### src/peq_pkg.sv
`timescale 1ns / 1ps

package peq_pkg;

	localparam int PEQ_CAPACITY     = 7;
	localparam int PEQ_PAYLOAD_BITS = 32;
	localparam int PEQ_ID_W         = 32;
	localparam int PEQ_ATT_W        = 8;
	localparam int PEQ_BACKOFF_W    = 19;
	localparam int PEQ_COUNT_W      = 3;

	localparam logic [PEQ_BACKOFF_W-1:0] PEQ_BASE_MS    = 19'd2000;
	localparam logic [PEQ_BACKOFF_W-1:0] PEQ_MAX_MS     = 19'd300000;
	localparam logic [PEQ_ATT_W-1:0]     PEQ_MAX_SHIFT  = 8'd8;
	localparam logic [PEQ_ATT_W-1:0]     PEQ_ATT_SAT    = 8'd255;

	typedef enum logic [1:0] {
		ACT_PUSH  = 2'd0,
		ACT_PEEK  = 2'd1,
		ACT_ACK   = 2'd2,
		ACT_RETRY = 2'd3
	} action_t;

	// which result the datapath captures on this edge
	typedef enum logic [2:0] {
		RES_NONE      = 3'd0,
		RES_REJECT    = 3'd1,
		RES_PUSH      = 3'd2,
		RES_ACK       = 3'd3,
		RES_RETRY     = 3'd4,
		RES_PEEK_RD   = 3'd5,
		RES_PEEK_HEAD = 3'd6
	} res_t;

	typedef struct packed {
		logic load;
		logic ptr_adv;
		logic pos_inc;
		logic mark_dst;
		logic keep_head;
		logic cp_wr;
		logic retry_wr;
		logic push_wr;
		logic cnt_dec;
		logic drop_head;
		res_t res;
	} peq_cmd_t;

	typedef struct packed {
		action_t action;
		logic    kind;
		logic    full;
		logic    empty;
		logic    hit;
		logic    pos_first;
		logic    pos_last;
	} peq_stat_t;

	function automatic logic [PEQ_BACKOFF_W-1:0] backoff_delay(input logic [PEQ_ATT_W-1:0] att);
		logic [PEQ_BACKOFF_W-1:0] v;
		if (att >= PEQ_MAX_SHIFT) begin
			v = PEQ_MAX_MS;
		end else begin
			v = PEQ_BASE_MS << att[2:0];
		end
		return v;
	endfunction

endpackage

### src/peq_ram.sv
`timescale 1ns / 1ps

module peq_ram #(
	parameter int WIDTH = 8,
	parameter int DEPTH = 8
) (
	input  logic                     clk,
	input  logic                     we,
	input  logic [$clog2(DEPTH)-1:0] waddr,
	input  logic [WIDTH-1:0]         wdata,
	input  logic [$clog2(DEPTH)-1:0] raddr,
	output logic [WIDTH-1:0]         rdata
);

	logic [WIDTH-1:0] mem [DEPTH];

	always_ff @(posedge clk) begin
		if (we) begin
			mem[waddr] <= wdata;
		end
		rdata <= mem[raddr];
	end

endmodule

### src/peq_ctrl.sv
`timescale 1ns / 1ps

module peq_ctrl
	import peq_pkg::*;
(
	input  logic      clk,
	input  logic      arst_n,
	input  logic      start,
	output logic      busy,
	input  peq_stat_t stat,
	output peq_cmd_t  cmd
);

	typedef enum logic [7:0] {
		ST_IDLE     = 8'b0000_0001,
		ST_DISPATCH = 8'b0000_0010,
		ST_SC_RD    = 8'b0000_0100,
		ST_SC_CHK   = 8'b0000_1000,
		ST_CP_TEST  = 8'b0001_0000,
		ST_CP_WAIT  = 8'b0010_0000,
		ST_CP_WR    = 8'b0100_0000,
		ST_PUSH_WR  = 8'b1000_0000
	} state_t;

	state_t state_q, state_d;

	always_ff @(posedge clk or negedge arst_n) begin
		if (!arst_n) begin
			state_q <= ST_IDLE;
		end else begin
			state_q <= state_d;
		end
	end

	assign busy = (state_q != ST_IDLE);

	always_comb begin
		state_d = state_q;
		cmd     = '0;
		cmd.res = RES_NONE;
		case (state_q)
			ST_IDLE: begin
				if (start) begin
					cmd.load = 1'b1;
					state_d  = ST_DISPATCH;
				end
			end
			ST_DISPATCH: begin
				if (stat.action == ACT_PUSH) begin
					if (!stat.full) begin
						state_d = ST_PUSH_WR;
					end else if (stat.kind) begin
						state_d = ST_SC_RD;
					end else begin
						cmd.res = RES_REJECT;
						state_d = ST_IDLE;
					end
				end else if (stat.empty) begin
					cmd.res = RES_REJECT;
					state_d = ST_IDLE;
				end else begin
					state_d = ST_SC_RD;
				end
			end
			ST_SC_RD: begin
				state_d = ST_SC_CHK;
			end
			ST_SC_CHK: begin
				cmd.keep_head = stat.pos_first;
				if (stat.hit) begin
					case (stat.action)
						ACT_PEEK: begin
							cmd.res = RES_PEEK_RD;
							state_d = ST_IDLE;
						end
						ACT_RETRY: begin
							cmd.retry_wr = 1'b1;
							cmd.res      = RES_RETRY;
							state_d      = ST_IDLE;
						end
						default: begin
							// remove the hit entry: close the gap behind it
							cmd.mark_dst = 1'b1;
							cmd.ptr_adv  = 1'b1;
							state_d      = ST_CP_TEST;
						end
					endcase
				end else if (stat.pos_last) begin
					case (stat.action)
						ACT_PUSH: begin
							// all entries are SOS: drop the head
							cmd.drop_head = 1'b1;
							state_d       = ST_PUSH_WR;
						end
						ACT_PEEK: begin
							cmd.res = RES_PEEK_HEAD;
							state_d = ST_IDLE;
						end
						default: begin
							cmd.res = RES_REJECT;
							state_d = ST_IDLE;
						end
					endcase
				end else begin
					cmd.ptr_adv = 1'b1;
					cmd.pos_inc = 1'b1;
					state_d     = ST_SC_RD;
				end
			end
			ST_CP_TEST: begin
				if (stat.pos_last) begin
					cmd.cnt_dec = 1'b1;
					if (stat.action == ACT_PUSH) begin
						state_d = ST_PUSH_WR;
					end else begin
						cmd.res = RES_ACK;
						state_d = ST_IDLE;
					end
				end else begin
					state_d = ST_CP_WAIT;
				end
			end
			ST_CP_WAIT: begin
				state_d = ST_CP_WR;
			end
			ST_CP_WR: begin
				cmd.cp_wr    = 1'b1;
				cmd.mark_dst = 1'b1;
				cmd.ptr_adv  = 1'b1;
				cmd.pos_inc  = 1'b1;
				state_d      = ST_CP_TEST;
			end
			ST_PUSH_WR: begin
				cmd.push_wr = 1'b1;
				cmd.res     = RES_PUSH;
				state_d     = ST_IDLE;
			end
			default: begin
				state_d = ST_IDLE;
			end
		endcase
	end

	a_load_from_idle: assert property (@(posedge clk) disable iff (!arst_n)
		cmd.load |-> state_q == ST_IDLE)
		else $error("load issued outside idle");

	a_result_ends_item: assert property (@(posedge clk) disable iff (!arst_n)
		(cmd.res != RES_NONE) |=> !busy)
		else $error("block still busy after a result");

	a_push_not_full: assert property (@(posedge clk) disable iff (!arst_n)
		(state_q == ST_PUSH_WR) |-> !stat.full)
		else $error("push write into a full queue");

endmodule

### src/peq_dpath.sv
`timescale 1ns / 1ps

module peq_dpath
	import peq_pkg::*;
#(
	parameter int CAPACITY     = PEQ_CAPACITY,
	parameter int PAYLOAD_BITS = PEQ_PAYLOAD_BITS
) (
	input  logic                     clk,
	input  logic                     arst_n,
	input  logic [1:0]               action,
	input  logic                     event_kind,
	input  logic [PAYLOAD_BITS-1:0]  event_payload,
	input  logic [PEQ_ID_W-1:0]      target_id,
	input  peq_cmd_t                 cmd,
	output peq_stat_t                stat,
	output logic                     done,
	output logic                     ok,
	output logic [PEQ_ID_W-1:0]      out_id,
	output logic                     out_kind,
	output logic [PAYLOAD_BITS-1:0]  out_payload,
	output logic [PEQ_ATT_W-1:0]     out_attempts,
	output logic [PEQ_BACKOFF_W-1:0] out_backoff_ms,
	output logic [PEQ_COUNT_W-1:0]   queue_count
);

	localparam int IW      = $clog2(CAPACITY);
	localparam int CW      = $clog2(CAPACITY + 1);
	localparam int SW      = CW + 1;
	localparam int EW      = 1 + PAYLOAD_BITS + PEQ_ID_W + PEQ_ATT_W;
	localparam int ID_LO   = PEQ_ATT_W;
	localparam int PAY_LO  = PEQ_ATT_W + PEQ_ID_W;

	// queue registers
	logic [IW-1:0]       head_q, ptr_q, dst_q;
	logic [CW-1:0]       count_q, pos_q;
	logic [PEQ_ID_W-1:0] seq_q;

	// latched item
	action_t                 action_q;
	logic                    kind_q;
	logic [PAYLOAD_BITS-1:0] payload_q;
	logic [PEQ_ID_W-1:0]     target_q;

	// head entry kept for a peek that finds no SOS
	logic [EW-1:0] head_ent_q;
	logic [EW-1:0] head_ent;

	logic [EW-1:0]   rdata, wdata;
	logic [IW-1:0]   waddr;
	logic            we;

	logic                    rd_kind;
	logic [PAYLOAD_BITS-1:0] rd_pay;
	logic [PEQ_ID_W-1:0]     rd_id;
	logic [PEQ_ATT_W-1:0]    rd_att, att_inc;

	logic [IW-1:0]       ptr_next, dst_next, head_next, tail;
	logic [SW-1:0]       tail_sum;
	logic [PEQ_ID_W-1:0] seq_next;

	logic                     done_q, ok_q, okind_q;
	logic [PEQ_ID_W-1:0]      oid_q;
	logic [PAYLOAD_BITS-1:0]  opay_q;
	logic [PEQ_ATT_W-1:0]     oatt_q;
	logic [PEQ_BACKOFF_W-1:0] oback_q;
	logic [CW+PEQ_COUNT_W-1:0] count_ext;

	logic                     ok_d, okind_d;
	logic [PEQ_ID_W-1:0]      oid_d;
	logic [PAYLOAD_BITS-1:0]  opay_d;
	logic [PEQ_ATT_W-1:0]     oatt_d;
	logic [PEQ_BACKOFF_W-1:0] oback_d;

	assign rd_kind = rdata[EW-1];
	assign rd_pay  = rdata[PAY_LO +: PAYLOAD_BITS];
	assign rd_id   = rdata[ID_LO +: PEQ_ID_W];
	assign rd_att  = rdata[PEQ_ATT_W-1:0];
	assign att_inc = (rd_att == PEQ_ATT_SAT) ? rd_att : rd_att + PEQ_ATT_W'(1);

	// a single-entry queue captures and reports the head on the same edge
	assign head_ent = cmd.keep_head ? rdata : head_ent_q;

	assign ptr_next  = (ptr_q == IW'(CAPACITY - 1)) ? '0 : ptr_q + IW'(1);
	assign dst_next  = (dst_q == IW'(CAPACITY - 1)) ? '0 : dst_q + IW'(1);
	assign head_next = (head_q == IW'(CAPACITY - 1)) ? '0 : head_q + IW'(1);
	assign tail_sum  = SW'(head_q) + SW'(count_q);
	assign tail      = (tail_sum >= SW'(CAPACITY)) ? IW'(tail_sum - SW'(CAPACITY))
	                                               : IW'(tail_sum);
	assign seq_next  = seq_q + PEQ_ID_W'(1);

	always_comb begin
		we    = 1'b0;
		waddr = ptr_q;
		wdata = rdata;
		if (cmd.push_wr) begin
			we    = 1'b1;
			waddr = tail;
			wdata = {kind_q, payload_q, seq_next, PEQ_ATT_W'(0)};
		end else if (cmd.cp_wr) begin
			we    = 1'b1;
			waddr = dst_q;
		end else if (cmd.retry_wr) begin
			we    = 1'b1;
			wdata = {rd_kind, rd_pay, rd_id, att_inc};
		end
	end

	peq_ram #(
		.WIDTH (EW),
		.DEPTH (CAPACITY)
	) u_slots (
		.clk   (clk),
		.we    (we),
		.waddr (waddr),
		.wdata (wdata),
		.raddr (ptr_q),
		.rdata (rdata)
	);

	always_comb begin
		stat.action    = action_q;
		stat.kind      = kind_q;
		stat.full      = (count_q == CW'(CAPACITY));
		stat.empty     = (count_q == '0);
		stat.pos_first = (pos_q == '0);
		stat.pos_last  = ((SW'(pos_q) + SW'(1)) >= SW'(count_q));
		case (action_q)
			ACT_PUSH: stat.hit = !rd_kind;
			ACT_PEEK: stat.hit = rd_kind;
			default:  stat.hit = (rd_id == target_q);
		endcase
	end

	always_ff @(posedge clk or negedge arst_n) begin
		if (!arst_n) begin
			head_q   <= '0;
			count_q  <= '0;
			seq_q    <= '0;
			ptr_q    <= '0;
			dst_q    <= '0;
			pos_q    <= '0;
			action_q <= ACT_PUSH;
			done_q   <= 1'b0;
		end else begin
			done_q <= (cmd.res != RES_NONE);
			if (cmd.load) begin
				action_q <= action_t'(action);
				ptr_q    <= head_q;
				pos_q    <= '0;
			end else if (cmd.ptr_adv) begin
				ptr_q <= ptr_next;
			end
			if (cmd.pos_inc) begin
				pos_q <= pos_q + CW'(1);
			end
			if (cmd.mark_dst) begin
				dst_q <= ptr_q;
			end
			if (cmd.drop_head) begin
				head_q <= head_next;
			end
			if (cmd.push_wr) begin
				seq_q   <= seq_next;
				count_q <= count_q + CW'(1);
			end else if (cmd.cnt_dec || cmd.drop_head) begin
				count_q <= count_q - CW'(1);
			end
		end
	end

	always_comb begin
		ok_d    = 1'b0;
		oid_d   = '0;
		okind_d = 1'b0;
		opay_d  = '0;
		oatt_d  = '0;
		oback_d = '0;
		case (cmd.res)
			RES_PUSH: begin
				ok_d  = 1'b1;
				oid_d = seq_next;
			end
			RES_ACK: begin
				ok_d  = 1'b1;
				oid_d = target_q;
			end
			RES_RETRY: begin
				ok_d    = 1'b1;
				oid_d   = target_q;
				oatt_d  = att_inc;
				oback_d = backoff_delay(att_inc);
			end
			RES_PEEK_RD: begin
				ok_d    = 1'b1;
				oid_d   = rd_id;
				okind_d = rd_kind;
				opay_d  = rd_pay;
				oatt_d  = rd_att;
				oback_d = backoff_delay(rd_att);
			end
			RES_PEEK_HEAD: begin
				ok_d    = 1'b1;
				oid_d   = head_ent[ID_LO +: PEQ_ID_W];
				okind_d = head_ent[EW-1];
				opay_d  = head_ent[PAY_LO +: PAYLOAD_BITS];
				oatt_d  = head_ent[PEQ_ATT_W-1:0];
				oback_d = backoff_delay(head_ent[PEQ_ATT_W-1:0]);
			end
			default: begin
				ok_d = 1'b0;
			end
		endcase
	end

	always_ff @(posedge clk) begin
		if (cmd.load) begin
			kind_q    <= event_kind;
			payload_q <= event_payload;
			target_q  <= target_id;
		end
		if (cmd.keep_head) begin
			head_ent_q <= rdata;
		end
		if (cmd.res != RES_NONE) begin
			ok_q    <= ok_d;
			oid_q   <= oid_d;
			okind_q <= okind_d;
			opay_q  <= opay_d;
			oatt_q  <= oatt_d;
			oback_q <= oback_d;
		end
	end

	assign count_ext      = (CW + PEQ_COUNT_W)'(count_q);
	assign queue_count    = count_ext[PEQ_COUNT_W-1:0];
	assign done           = done_q;
	assign ok             = ok_q;
	assign out_id         = oid_q;
	assign out_kind       = okind_q;
	assign out_payload    = opay_q;
	assign out_attempts   = oatt_q;
	assign out_backoff_ms = oback_q;

	a_count_bound: assert property (@(posedge clk) disable iff (!arst_n)
		count_q <= CW'(CAPACITY))
		else $error("entry count above capacity");

	a_head_bound: assert property (@(posedge clk) disable iff (!arst_n)
		head_q < IW'(CAPACITY) || CAPACITY == (1 << IW))
		else $error("head index outside the ring");

	a_compact_adjacent: assert property (@(posedge clk) disable iff (!arst_n)
		cmd.cp_wr |-> ptr_q == dst_next)
		else $error("compaction source is not the slot after its destination");

	a_single_writer: assert property (@(posedge clk) disable iff (!arst_n)
		$onehot0({cmd.push_wr, cmd.cp_wr, cmd.retry_wr}))
		else $error("two writers on the slot memory");

endmodule

### src/priority_eviction_event_queue_top.sv
`timescale 1ns / 1ps

// Bounded event queue with SOS priority and telemetry eviction.
// Command channel: drive action, event_kind, event_payload and target_id and
// raise start; the command transfers on a clock edge where start is high and
// busy is low. busy stays high while the command is worked on.
// Result channel: done pulses for exactly one cycle; ok, out_id, out_kind,
// out_payload, out_attempts, out_backoff_ms and queue_count are valid in that
// cycle. The receiver cannot hold a result off, and busy is already low while
// done is high, so a new command may transfer in the same cycle.
// The slot memory has a registered read, so the age-order search passes a
// read state and a check state for every slot visited, and closing the gap
// passes a test, a wait and a write state for every slot moved. A push into a
// queue with room goes from dispatch straight to the push write; peek, ack and
// retry search from the head until the hit, and ack then moves the entries
// behind it. The worst case is an SOS push into a full queue whose head is
// telemetry (CAPACITY defaults to seven).
// Reset: arst_n clears the queue to empty and the id counter to zero; slot
// contents are not cleared and are never read before being written.

module priority_eviction_event_queue_top
	import peq_pkg::*;
#(
	parameter int CAPACITY     = PEQ_CAPACITY,
	parameter int PAYLOAD_BITS = PEQ_PAYLOAD_BITS
) (
	input  logic                     clk,
	input  logic                     arst_n,
	input  logic                     start,
	output logic                     busy,
	input  logic [1:0]               action,
	input  logic                     event_kind,
	input  logic [PAYLOAD_BITS-1:0]  event_payload,
	input  logic [PEQ_ID_W-1:0]      target_id,
	output logic                     done,
	output logic                     ok,
	output logic [PEQ_ID_W-1:0]      out_id,
	output logic                     out_kind,
	output logic [PAYLOAD_BITS-1:0]  out_payload,
	output logic [PEQ_ATT_W-1:0]     out_attempts,
	output logic [PEQ_BACKOFF_W-1:0] out_backoff_ms,
	output logic [PEQ_COUNT_W-1:0]   queue_count
);

	peq_cmd_t  cmd;
	peq_stat_t stat;

	peq_ctrl u_ctrl (
		.clk    (clk),
		.arst_n (arst_n),
		.start  (start),
		.busy   (busy),
		.stat   (stat),
		.cmd    (cmd)
	);

	peq_dpath #(
		.CAPACITY     (CAPACITY),
		.PAYLOAD_BITS (PAYLOAD_BITS)
	) u_dpath (
		.clk            (clk),
		.arst_n         (arst_n),
		.action         (action),
		.event_kind     (event_kind),
		.event_payload  (event_payload),
		.target_id      (target_id),
		.cmd            (cmd),
		.stat           (stat),
		.done           (done),
		.ok             (ok),
		.out_id         (out_id),
		.out_kind       (out_kind),
		.out_payload    (out_payload),
		.out_attempts   (out_attempts),
		.out_backoff_ms (out_backoff_ms),
		.queue_count    (queue_count)
	);

endmodule
### config.mk
export PLATFORM = sky130hd
export DESIGN_NAME = priority_eviction_event_queue_top
export DESIGN_NICKNAME = d
export VERILOG_FILES = /design/src/peq_pkg.sv /design/src/peq_ram.sv /design/src/peq_ctrl.sv /design/src/peq_dpath.sv /design/src/priority_eviction_event_queue_top.sv
export SDC_FILE = /design/constraint.sdc
export NUM_CORES = 1
export LEC_CHECK = 0
export ABC_AREA = 1
export BUFFER_PORTS_ARGS = -buffer_cell sky130_fd_sc_hd__buf_4
export CORE_ASPECT_RATIO = 1.1
export CORE_MARGIN = 2
export CORE_UTILIZATION = 53
export DETAILED_ROUTE_END_ITERATION = 7
export PLACE_DENSITY = 0.7
export SLEW_MARGIN = 15
export SYNTH_ARGS = -nofsm -noshare
export SYNTH_HDL_FRONTEND = slang
export SYNTH_HIERARCHICAL = 1
export SYNTH_SLANG_ARGS = --single-unit
### constraint.sdc
create_clock -name clk -period 11.2 [get_ports clk]
set_clock_uncertainty 0.1 [all_clocks]
set_input_delay 1.68 -clock clk [delete_from_list [all_inputs] [get_ports clk]]
set_output_delay 1.68 -clock clk [all_outputs]
set_load 0.005 [all_outputs]
Yosys cells after proc, flatten, opt, wreduce, memory -nomap -nowiden

Memory sizes are Yosys's and may differ from the RTL's. A register that Yosys moved wholly into a read port is not among the register bits.
Cells that the tools add are included.
Widths: inputs -> output; s select.

Memories: 1
Bits in writable memories: 511
Word-level logic and storage cells: 144
Output and inout bits: 98
Register bits after elaboration: 289

Memory list:

| name                | depth | bits a word | rd ports | clocked after Yosys merged registers in | write ports | RTL line      | source |
|---|---|---|---|---|---|---|---|
| u_dpath.u_slots.mem | 7     | 73          | 1        | 1                                       | 1           | peq_ram.sv:15 | `logic [WIDTH-1:0] mem [DEPTH];` |

Eq/ne operators: 22
Reductions and logical operators: 12
Multiplexer cells: 72
Shifts and indexed selects: 3
Add/sub/neg operators: 10
Magnitude comparators: 5

Operator list:

| operator              | count |
|---|---|
| $mux 73               | 2 |
| $pmux 32 s4           | 1 |
| $mux 8                | 10 |
| $pmux 32 s2           | 1 |
| $mux 19               | 3 |
| $pmux 19 s3           | 1 |
| $shl 11x3->19 const A | 3 |
| $pmux 8 s7            | 1 |
| $mux 3                | 17 |
| $add 32x1->32 const B | 1 |
| $eq 32x32->1          | 1 |
| $mux 1                | 25 |
| $ge 8x4->1 const B    | 3 |
| $pmux 8 s3            | 1 |
| $eq 3x3->1 const B    | 6 |
| $pmux 3 s2            | 3 |
| $eq 8x8->1 const B    | 2 |
| $add 3x1->3 const B   | 4 |
| $pmux 3 s4            | 1 |
| $add 8x1->8 const B   | 1 |
| $eq 8x1->1 const B    | 1 |
| $eq 8x2->1 const B    | 1 |
| $eq 8x3->1 const B    | 1 |
| $eq 8x4->1 const B    | 1 |
| other kinds (26)      | 33 |

Logic depth before layout (Yosys ltp)

Gate-level depths: netlist of the first run.

Word-level depth: 9
Depth in mapped cells: 21
Mapped depth without buffers: 21

Cells and area by module

The synthesis of the first run kept the hierarchy.

Modules (own cells, without submodules):

| module    | area each (sq um) | cells an instance | times used | sequential area each (sq um) |
|---|---|---|---|---|
| peq_ram   | 22813.1           | 2022              | 1          | 16806.1 |
| peq_dpath | 13425.4           | 1573              | 1          | 7337.0 |
| peq_ctrl  | 666.9             | 113               | 1          | 201.4 |

Worst setup path after synthesis of the first run

Ideal clock, no wire load.

Path type: register -> register
From: register u_dpath.count_q[0] (netlist: u_dpath/queue_count[0])
To: memory u_dpath/u_slots/mem[6][0] in the netlist's numbering (enable)
Slack: 3.397 ns
Path buffers: 0
Cell stages (with the launch flop): 13
Clock period less this slack: 7.803 ns
Setup time: 0.594 ns
Data arrival time: 7.109 ns
Data required time: 10.506 ns
Cell sequence: dfrtp_1 > ha_1 > inv_1 > fa_1 > inv_1 > ha_1 > inv_1 > or2_2 > nand2_1 > o21ai_0 > o21ai_0 > inv_1 > nor3_1

Cells in the longest elaborated chain, start to end: 4
Elaborated cells on any way between the ends: 5
Those cells by class: 2 x add/sub; 1 x order compare; 2 x mux

Ends and longest elaborated chain:

| item                                             | RTL line         | source |
|---|---|---|
| start, declared                                  | peq_dpath.sv:36  | `logic [CW-1:0] count_q, pos_q;` |
| start signal, assigned                           | peq_dpath.sv:165 | `count_q <= count_q + CW'(1);` |
| start signal, assigned                           | peq_dpath.sv:167 | `count_q <= count_q - CW'(1);` |
| $add 3x3->4 (*)                                  | peq_dpath.sv:87  | `assign tail_sum = SW'(head_q) + SW'(count_q);` |
| $ge 4x3->1 / $sub 3x3->3 (equally long branches) | peq_dpath.sv:88  | `assign tail = (tail_sum >= SW'(CAPACITY)) ? IW'(tail_sum - SW'(CAPACITY))` |
| $mux 3 (*)                                       | peq_dpath.sv:88  |  |
| $mux 3 (*)                                       | peq_dpath.sv:96  | `if (cmd.push_wr) begin` |
| via u_dpath.waddr[1]                             | peq_dpath.sv:50  | `logic [IW-1:0] waddr;` |
| end, declared                                    | peq_ram.sv:15    |  |

The timed path passes the listed nets; every way through them passes the cells marked *.

==> results.tsv, run 1 <==
metric	value	unit
setup_tns	0	ns
drt_iter0_drc	2103	
period_needed	5.03	ns
p_leak	17.6	nW
cp.arrival	5.17	ns
grt_pass1_vias	24500	
io_pins	168	
postCtsHoldBufs	0	
clk_latency	0.63	ns
core	69000	µm²
cts_sinks	869	
r2r-end	u_dpath/u_slots/mem[5][55]$_DFFE_PP_	
timing.fmax	199	MHz
whs_path_depth	2	
antenna_found_initial	1	
dp_hpwl	51.7	mm
vdd_drop_max	189	µV
final_hold_viol_count	0	
setup_violations	0	
startpoint_type	flop	
stdcell_count	4825	
areaGrowthSynthToFinish	12.9	%
cts_buffers	85	
slew_headroom	0.178	
place.gp.congestion	0.908	
min_from	u_dpath/head_ent_q[10]$_DFF_P_	
startpoint	u_ctrl/state_q[3]$_DFFE_PN0P_	
yosys-top-cells-area	edfxtp_1 (54%), nand2_1 (12%), dfxtp_1 (7.9%), inv_1 (4.8%), nand3_1 (4.7%)	
multiInputGateArea	10100	µm²
ant_nets	0	
cp_max_fo	80	
synth-async-reset-ratio	0.0667	
synth_edf_count	665	
firstDrtPassIters	7	
min_path_type	reg -> reg	
ys.warnings.count	6	
grt_pass1_wl	135	mm
critPathCaptureType	flop	
die-area	71800	µm²
r2r_setup_slack	6.17	ns
seq_area	24400	µm²
nets	3915	
vias	25400	
drive_gt1_frac	0.101	
synth_top_area_share	0.541	
critPathRequiredTime	11.34	ns
synth_largest_area_cell	edfxtp_1	
die-width	256	µm
routedWlPerCell	18.0	µm
synth_flop_cell	edfxtp_1	
rsz0062_at_grt	no	
finalCritPeriodShare	0.449	
h-tree-depth	3	
grt_start_max_net_pins	170	
fillCellCount	5604	
clkTransAtPathRegs	0.06	ns
post-cts-setup-buffer-count	0	
yosysUniqueCellTypes	50	
gr-usage-all-layers	0.240	
portBuffers	163	
initial_core_util	0.535	
cts_buffer_depth	3	
cts_tree	yes	
synthCells	3708	
avgSynthCellArea	9.95	µm²
r2r_start	u_ctrl/state_q[3]$_DFFE_PN0P_	
via_per_inst	5.26	
yosysSeqAreaShare	0.660	
drt_wl_total	86.9	mm
crit_type	reg -> reg	
cts_resized	0	
cts-root-buf	clkbuf_16	
r2r_cells	10	
timing.max_cap.violations	0	
core.rowCount	101	
post-route-drc-count	0	
dp_cells	4665	
synth_area	36900	µm²
synth_seq_cells	869	
yosys-top-cells-count	nand2_1 (1204), edfxtp_1 (665), inv_1 (473), nand3_1 (345), o21ai_0 (215)	
worst_slew_pin_slew	1.22	ns
grt_overflow	0	
drv_slew	0	
crit_end	u_dpath/u_slots/mem[5][55]$_DFFE_PP_	
p_per_area	241	nW/µm²
status	finished clean	
synth.most_common_cell	nand2_1	
die_h	281	µm
[layout by cell type (no fill, tap or decap), types with 4 or more instances in the layout]
| cell type | synthesis | final |
|---|---|---|
| dfrtp_1 | 57 | 54 |
| xor2_1 | 37 | 37 |
| or2_2 | 15 | 15 |
| o21ai_2 | 5 | 5 |
| nand2_1 | 1204 | 1203 |
| o2111ai_1 | 6 | 6 |
| clkinv_2 | 0 | 20 |
| nor2_4 | 4 | 12 |
| nor3_1 | 25 | 24 |
| xnor2_1 | 9 | 9 |
| nand3b_1 | 6 | 6 |
| a22oi_1 | 19 | 19 |
| clkinv_1 | 4 | 10 |
| o21ai_1 | 12 | 12 |
| nand2_2 | 8 | 8 |
| nor2_2 | 9 | 9 |
| buf_4 | 5 | 188 |
| a21oi_1 | 42 | 42 |
| inv_6 | 0 | 5 |
| clkbuf_8 | 0 | 11 |
| o21ai_0 | 215 | 215 |
| o22ai_1 | 6 | 6 |
| bufinv_16 | 0 | 6 |
| nand3_1 | 345 | 344 |
| dfxtp_1 | 146 | 146 |
| nor2_1 | 119 | 111 |
| inv_1 | 473 | 471 |
| clkbuf_1 | 54 | 21 |
| clkbuf_16 | 0 | 88 |
| nand4_1 | 13 | 13 |
| inv_2 | 7 | 6 |
| edfxtp_1 | 665 | 665 |
| conb_1 | 1 | 4 |
| ha_1 | 18 | 18 |
| or2_1 | 51 | 51 |
[state kept, by name, summed over array words and instances (netlist names), 8 cells and up]
register	count
u_dpath/u_slots/mem	511
u_dpath/head_ent_q	73
u_dpath/u_slots/rdata	73
u_dpath/out_id	32
u_dpath/out_payload	32
u_dpath/payload_q	32
u_dpath/seq_q	32
u_dpath/target_q	32
u_dpath/out_backoff_ms	15
u_ctrl/state_q	8
u_dpath/out_attempts	8
[worst max-delay path: stages (launching register included)]
cell and delay (ns):
dfrtp_1 0.40, nor2_2 0.14, nand2_2 0.09, nor4_2 0.14
buf_4 0.58, buf_4 0.75, o21ai_0 0.20, o21ai_0 0.28
nand2_1 0.25, nor2_4 0.83, buf_4 0.83
[report_power, final]
part	switching, mW	leakage, nW	internal [mW]
sequential	0.279	8.07	4.21
combinational	1.96	8.17	0.726
clock	1.19	1.39	1.66
[worst min-delay path by stage]
stage                                           endpoint  slack [ns]
after floorplan           u_dpath/head_ent_q[10]$_DFF_P_        0.32
after global placement    u_dpath/head_ent_q[12]$_DFF_P_        0.33
after detailed placement  u_dpath/head_ent_q[10]$_DFF_P_        0.33
after CTS                 u_dpath/head_ent_q[10]$_DFF_P_        0.35
after global routing      u_dpath/head_ent_q[10]$_DFF_P_        0.39
final                     u_dpath/head_ent_q[10]$_DFF_P_        0.35
[layer usage]
metal  wire, µm  global-route usage
met2      43600               0.416
met5          0                   0
met1      34900               0.300
met3       4980              0.0358
met4       3430               0.106
[cell families after synthesis]
family,synth area share
flops,0.660
buf+inv,0.0698
other cells,0.000102
fa+ha+maj,0.00719
compound gates,0.0480
xor+xnor,0.0109
simple gates,0.204
[layout make-up]
class                           count  area share
Antenna cell                        1   0.0000601
Clock buffer                      120      0.0584
Clock inverter                     39     0.00886
Inverter                          485      0.0441
Multi-Input combinational cell   2195       0.242
Sequential cell                   869       0.585
Tap cell                          927      0.0278
Timing Repair Buffer              189      0.0344
[per-stage QoR]
stage	area (µm²)	setup slack (ns)	util	hold slack [ns]	total power [mW]
finish	41700	6.17	0.604	0.352	10.0
global route	41700	5.79	0.604	0.389	10.6
CTS	41700	6.13	0.604	0.353	10.1
detailed placement	38900	6.15	0.563	0.334	7.24
global placement	38900	6.25	0.563	0.329	7.19
floorplan	36900	3.40	-	0.317	6.30
No activity file was read; power rests on OpenSTA's default activity.
==> run 2: changes to the inputs <==
clock period = 4.8 ns   (was 11.2 ns; I/O delays follow)
==> results.tsv, run 2 (synthesis results as in run 1) <==
metric	value	unit	change
status	finished clean		
multiInputGateArea	10100	µm²	about the same
path_cells	inv_1, ha_1, ha_1, a21boi_0, o21ai_0, nand3b_1, inv_1, o21ai_0, o21ai_0, o211ai_1, nor2_1, nand2_1, inv_1, a21oi_1, inv_1, buf_4, a22oi_1, nand3_1		
place_ws	0.756	ns	-5.40 ns
cpMaxStageDelayCell	o211ai_1		
cts_resized	0		unchanged
final_hold_viol_count	0		unchanged
largest-register	u_dpath/u_slots/mem		
critical_path.top_delay_family	compound AO/OA/AOI/OAI gates		
cp_max_fo	18		-78%
min_path_type	in -> async		
die-area	71800	µm²	unchanged
seq_area	24400	µm²	unchanged
initial_core_util	0.535		unchanged
layout_commonest_cell	nand2_1		
period_needed	4.14	ns	-0.892 ns
ant_nets	0		unchanged
switching_share	0.345		+0.00269
vdd_drop_max	647	µV	+240%
switching_power	8.01	mW	+130%
nets	3933		+0.46%
fillCellCount	5637		+0.59%
grt_overflow	0		unchanged
final_core_util	0.608		+0.00412
drive_gt1_frac	0.104		+0.00337
via_per_inst	5.26		about the same
routedWlPerCell	18.2	µm	+0.89%
grt_start_max_net_pins	224		+32%
cts_sinks	869		unchanged
gr-usage-all-layers	0.244		+0.00404
cts-root-buf	clkbuf_16		
cts_buffers	85		unchanged
setup_violations	0		unchanged
startpoint_type	flop		
cp.depth	18		+8
p_comb_frac	0.275		+0.007
crit_type	reg -> reg		
post-cts-setup-buffer-count	0		unchanged
seqPwrFrac	0.447		about the same
drt_iter0_drc	1951		-7.2%
p_leak	17.7	nW	+0.62%
grt_pass1_wl	137	mm	+1.6%
r2r_cells	18		+8
cp.arrival	4.40	ns	-0.77 ns
die_h	281	µm	unchanged
io_pins	168		unchanged
finalCritPeriodShare	0.862		+0.413
timing.final.ws_setup	0.665	ns	-5.51 ns
grt_pass1_vias	24900		+1.8%
vias	25500		+0.30%
r2r_setup_slack	0.66	ns	-5.51 ns
place.gp.congestion	0.954		+5.0%
crit_buf_inv	5		+2
drt_wl_total	88.0	mm	+1.3%
r2r_start	u_dpath/pos_q[0]$_DFFE_PN0P_		
drv_slew	0		unchanged
cts_tree	yes		
crit_path_frequent_cell	inv_1		
startpoint	u_dpath/pos_q[0]$_DFFE_PN0P_		
stdcell_count	4843		+0.37%
clkTransAtPathRegs	0.07	ns	about the same
die-width	256	µm	unchanged
timing.max_cap.violations	0		unchanged
timing.fmax	242	MHz	+22%
slew_headroom	0.249		+0.0719
critPathCaptureType	flop		
h-tree-depth	3		unchanged
portBuffers	163		unchanged
areaGrowthSynthToFinish	13.7	%	
core	69000	µm²	unchanged
rsz0062_at_grt	no		
reg_top3	u_dpath/u_slots/mem: 511 flops, u_dpath/head_ent_q: 73 flops, u_dpath/u_slots/rdata: 73 flops		
firstDrtPassIters	5		-2
antenna_found_initial	1		unchanged
postCtsHoldBufs	0		unchanged
critPathRequiredTime	5.07	ns	-6.27 ns
crit_path_max_incr_delay	0.46	ns	-0.37 ns
dp_cells	4683		+0.39%
dp_hpwl	53.4	mm	+3.3%
post-route-drc-count	0		unchanged
core.rowCount	101		unchanged
clkPwrFrac	0.278		-0.006
final_cell_mix	nand2_1 (1203), edfxtp_1 (665), inv_1 (472)		
worst_slew_pin_slew	1.11	ns	-0.107 ns
crit_end	u_dpath/out_id[7]$_SDFFCE_PN0P_		
cts_buffer_depth	3		unchanged
r2r-end	u_dpath/out_id[7]$_SDFFCE_PN0P_		
clk_latency	0.63	ns	about the same
intPower	15.2	mW	+130%
largest_register_ffs	511		unchanged
p_per_area	554	nW/µm²	+130%
run 2: layout make-up:
cell class | instances | area share
Antenna cell | 1 | 0.0000597
Tap cell | 927 | 0.0276
Timing Repair Buffer | 207 | 0.0430
Inverter | 485 | 0.0438
Clock buffer | 108 | 0.0554
Clock inverter | 51 | 0.00907
Multi-Input combinational cell | 2195 | 0.240
Sequential cell | 869 | 0.581
run 2: how the worst min path moves through the flow:
stage                                    from  depth (start not counted)                        endpoint  slack [ns]
2_1_floorplan                          arst_n                          0   u_ctrl/state_q[1]$_DFFE_PN0P_        0.32
3_3_place_gp   u_dpath/head_ent_q[12]$_DFF_P_                          2  u_dpath/head_ent_q[12]$_DFF_P_        0.33
3_5_place_dp   u_dpath/head_ent_q[12]$_DFF_P_                          2  u_dpath/head_ent_q[12]$_DFF_P_        0.34
4_1_cts                                arst_n                          1   u_ctrl/state_q[6]$_DFFE_PN0P_        0.07
5_1_grt                                arst_n                          1   u_ctrl/state_q[2]$_DFFE_PN0P_        0.11
6_report                               arst_n                          1   u_ctrl/state_q[2]$_DFFE_PN0P_        0.06
run 2: per-stage QoR:
step | power, mW | TNS (ns) | instance area (µm²) | hold WS [ns]
after floorplan | 14.7 | -500.74 | 36900 | 0.317
after global placement | 16.8 | 0 | 39200 | 0.335
after detailed placement | 16.9 | 0 | 39200 | 0.342
after CTS | 23.4 | 0 | 41900 | 0.0740
after global routing | 24.5 | 0 | 41900 | 0.108
final | 23.2 | 0 | 41900 | 0.0608
run 2: power by group through the flow:
stage	Sequential, mW	Clock (mW)	Combinational [mW]
5_1_grt	10.5	6.84	7.18
3_5_place_dp	10.6	0	6.36
4_1_cts	10.4	6.56	6.40
2_1_floorplan	10.3	0	4.38
3_3_place_gp	10.5	0	6.28
6_report	10.4	6.45	6.39
run 2: worst register-to-register path, stage by stage (launching register included):
cell,delay (ns)
dfrtp_1,0.42
inv_1,0.08
ha_1,0.33
ha_1,0.28
a21boi_0,0.15
o21ai_0,0.09
nand3b_1,0.18
inv_1,0.12
o21ai_0,0.15
o21ai_0,0.10
o211ai_1,0.46
nor2_1,0.19
nand2_1,0.23
inv_1,0.09
a21oi_1,0.33
inv_1,0.11
buf_4,0.23
a22oi_1,0.17
nand3_1,0.10
run 2: layer usage:
metal	track usage	share of wire	vias to the layer above
li1	-	-	12400
met1	0.303	0.41	12200
met2	0.433	0.51	759
met3	0.0308	0.053	157
met4	0.101	0.035	2
met5	0	0.00015	-
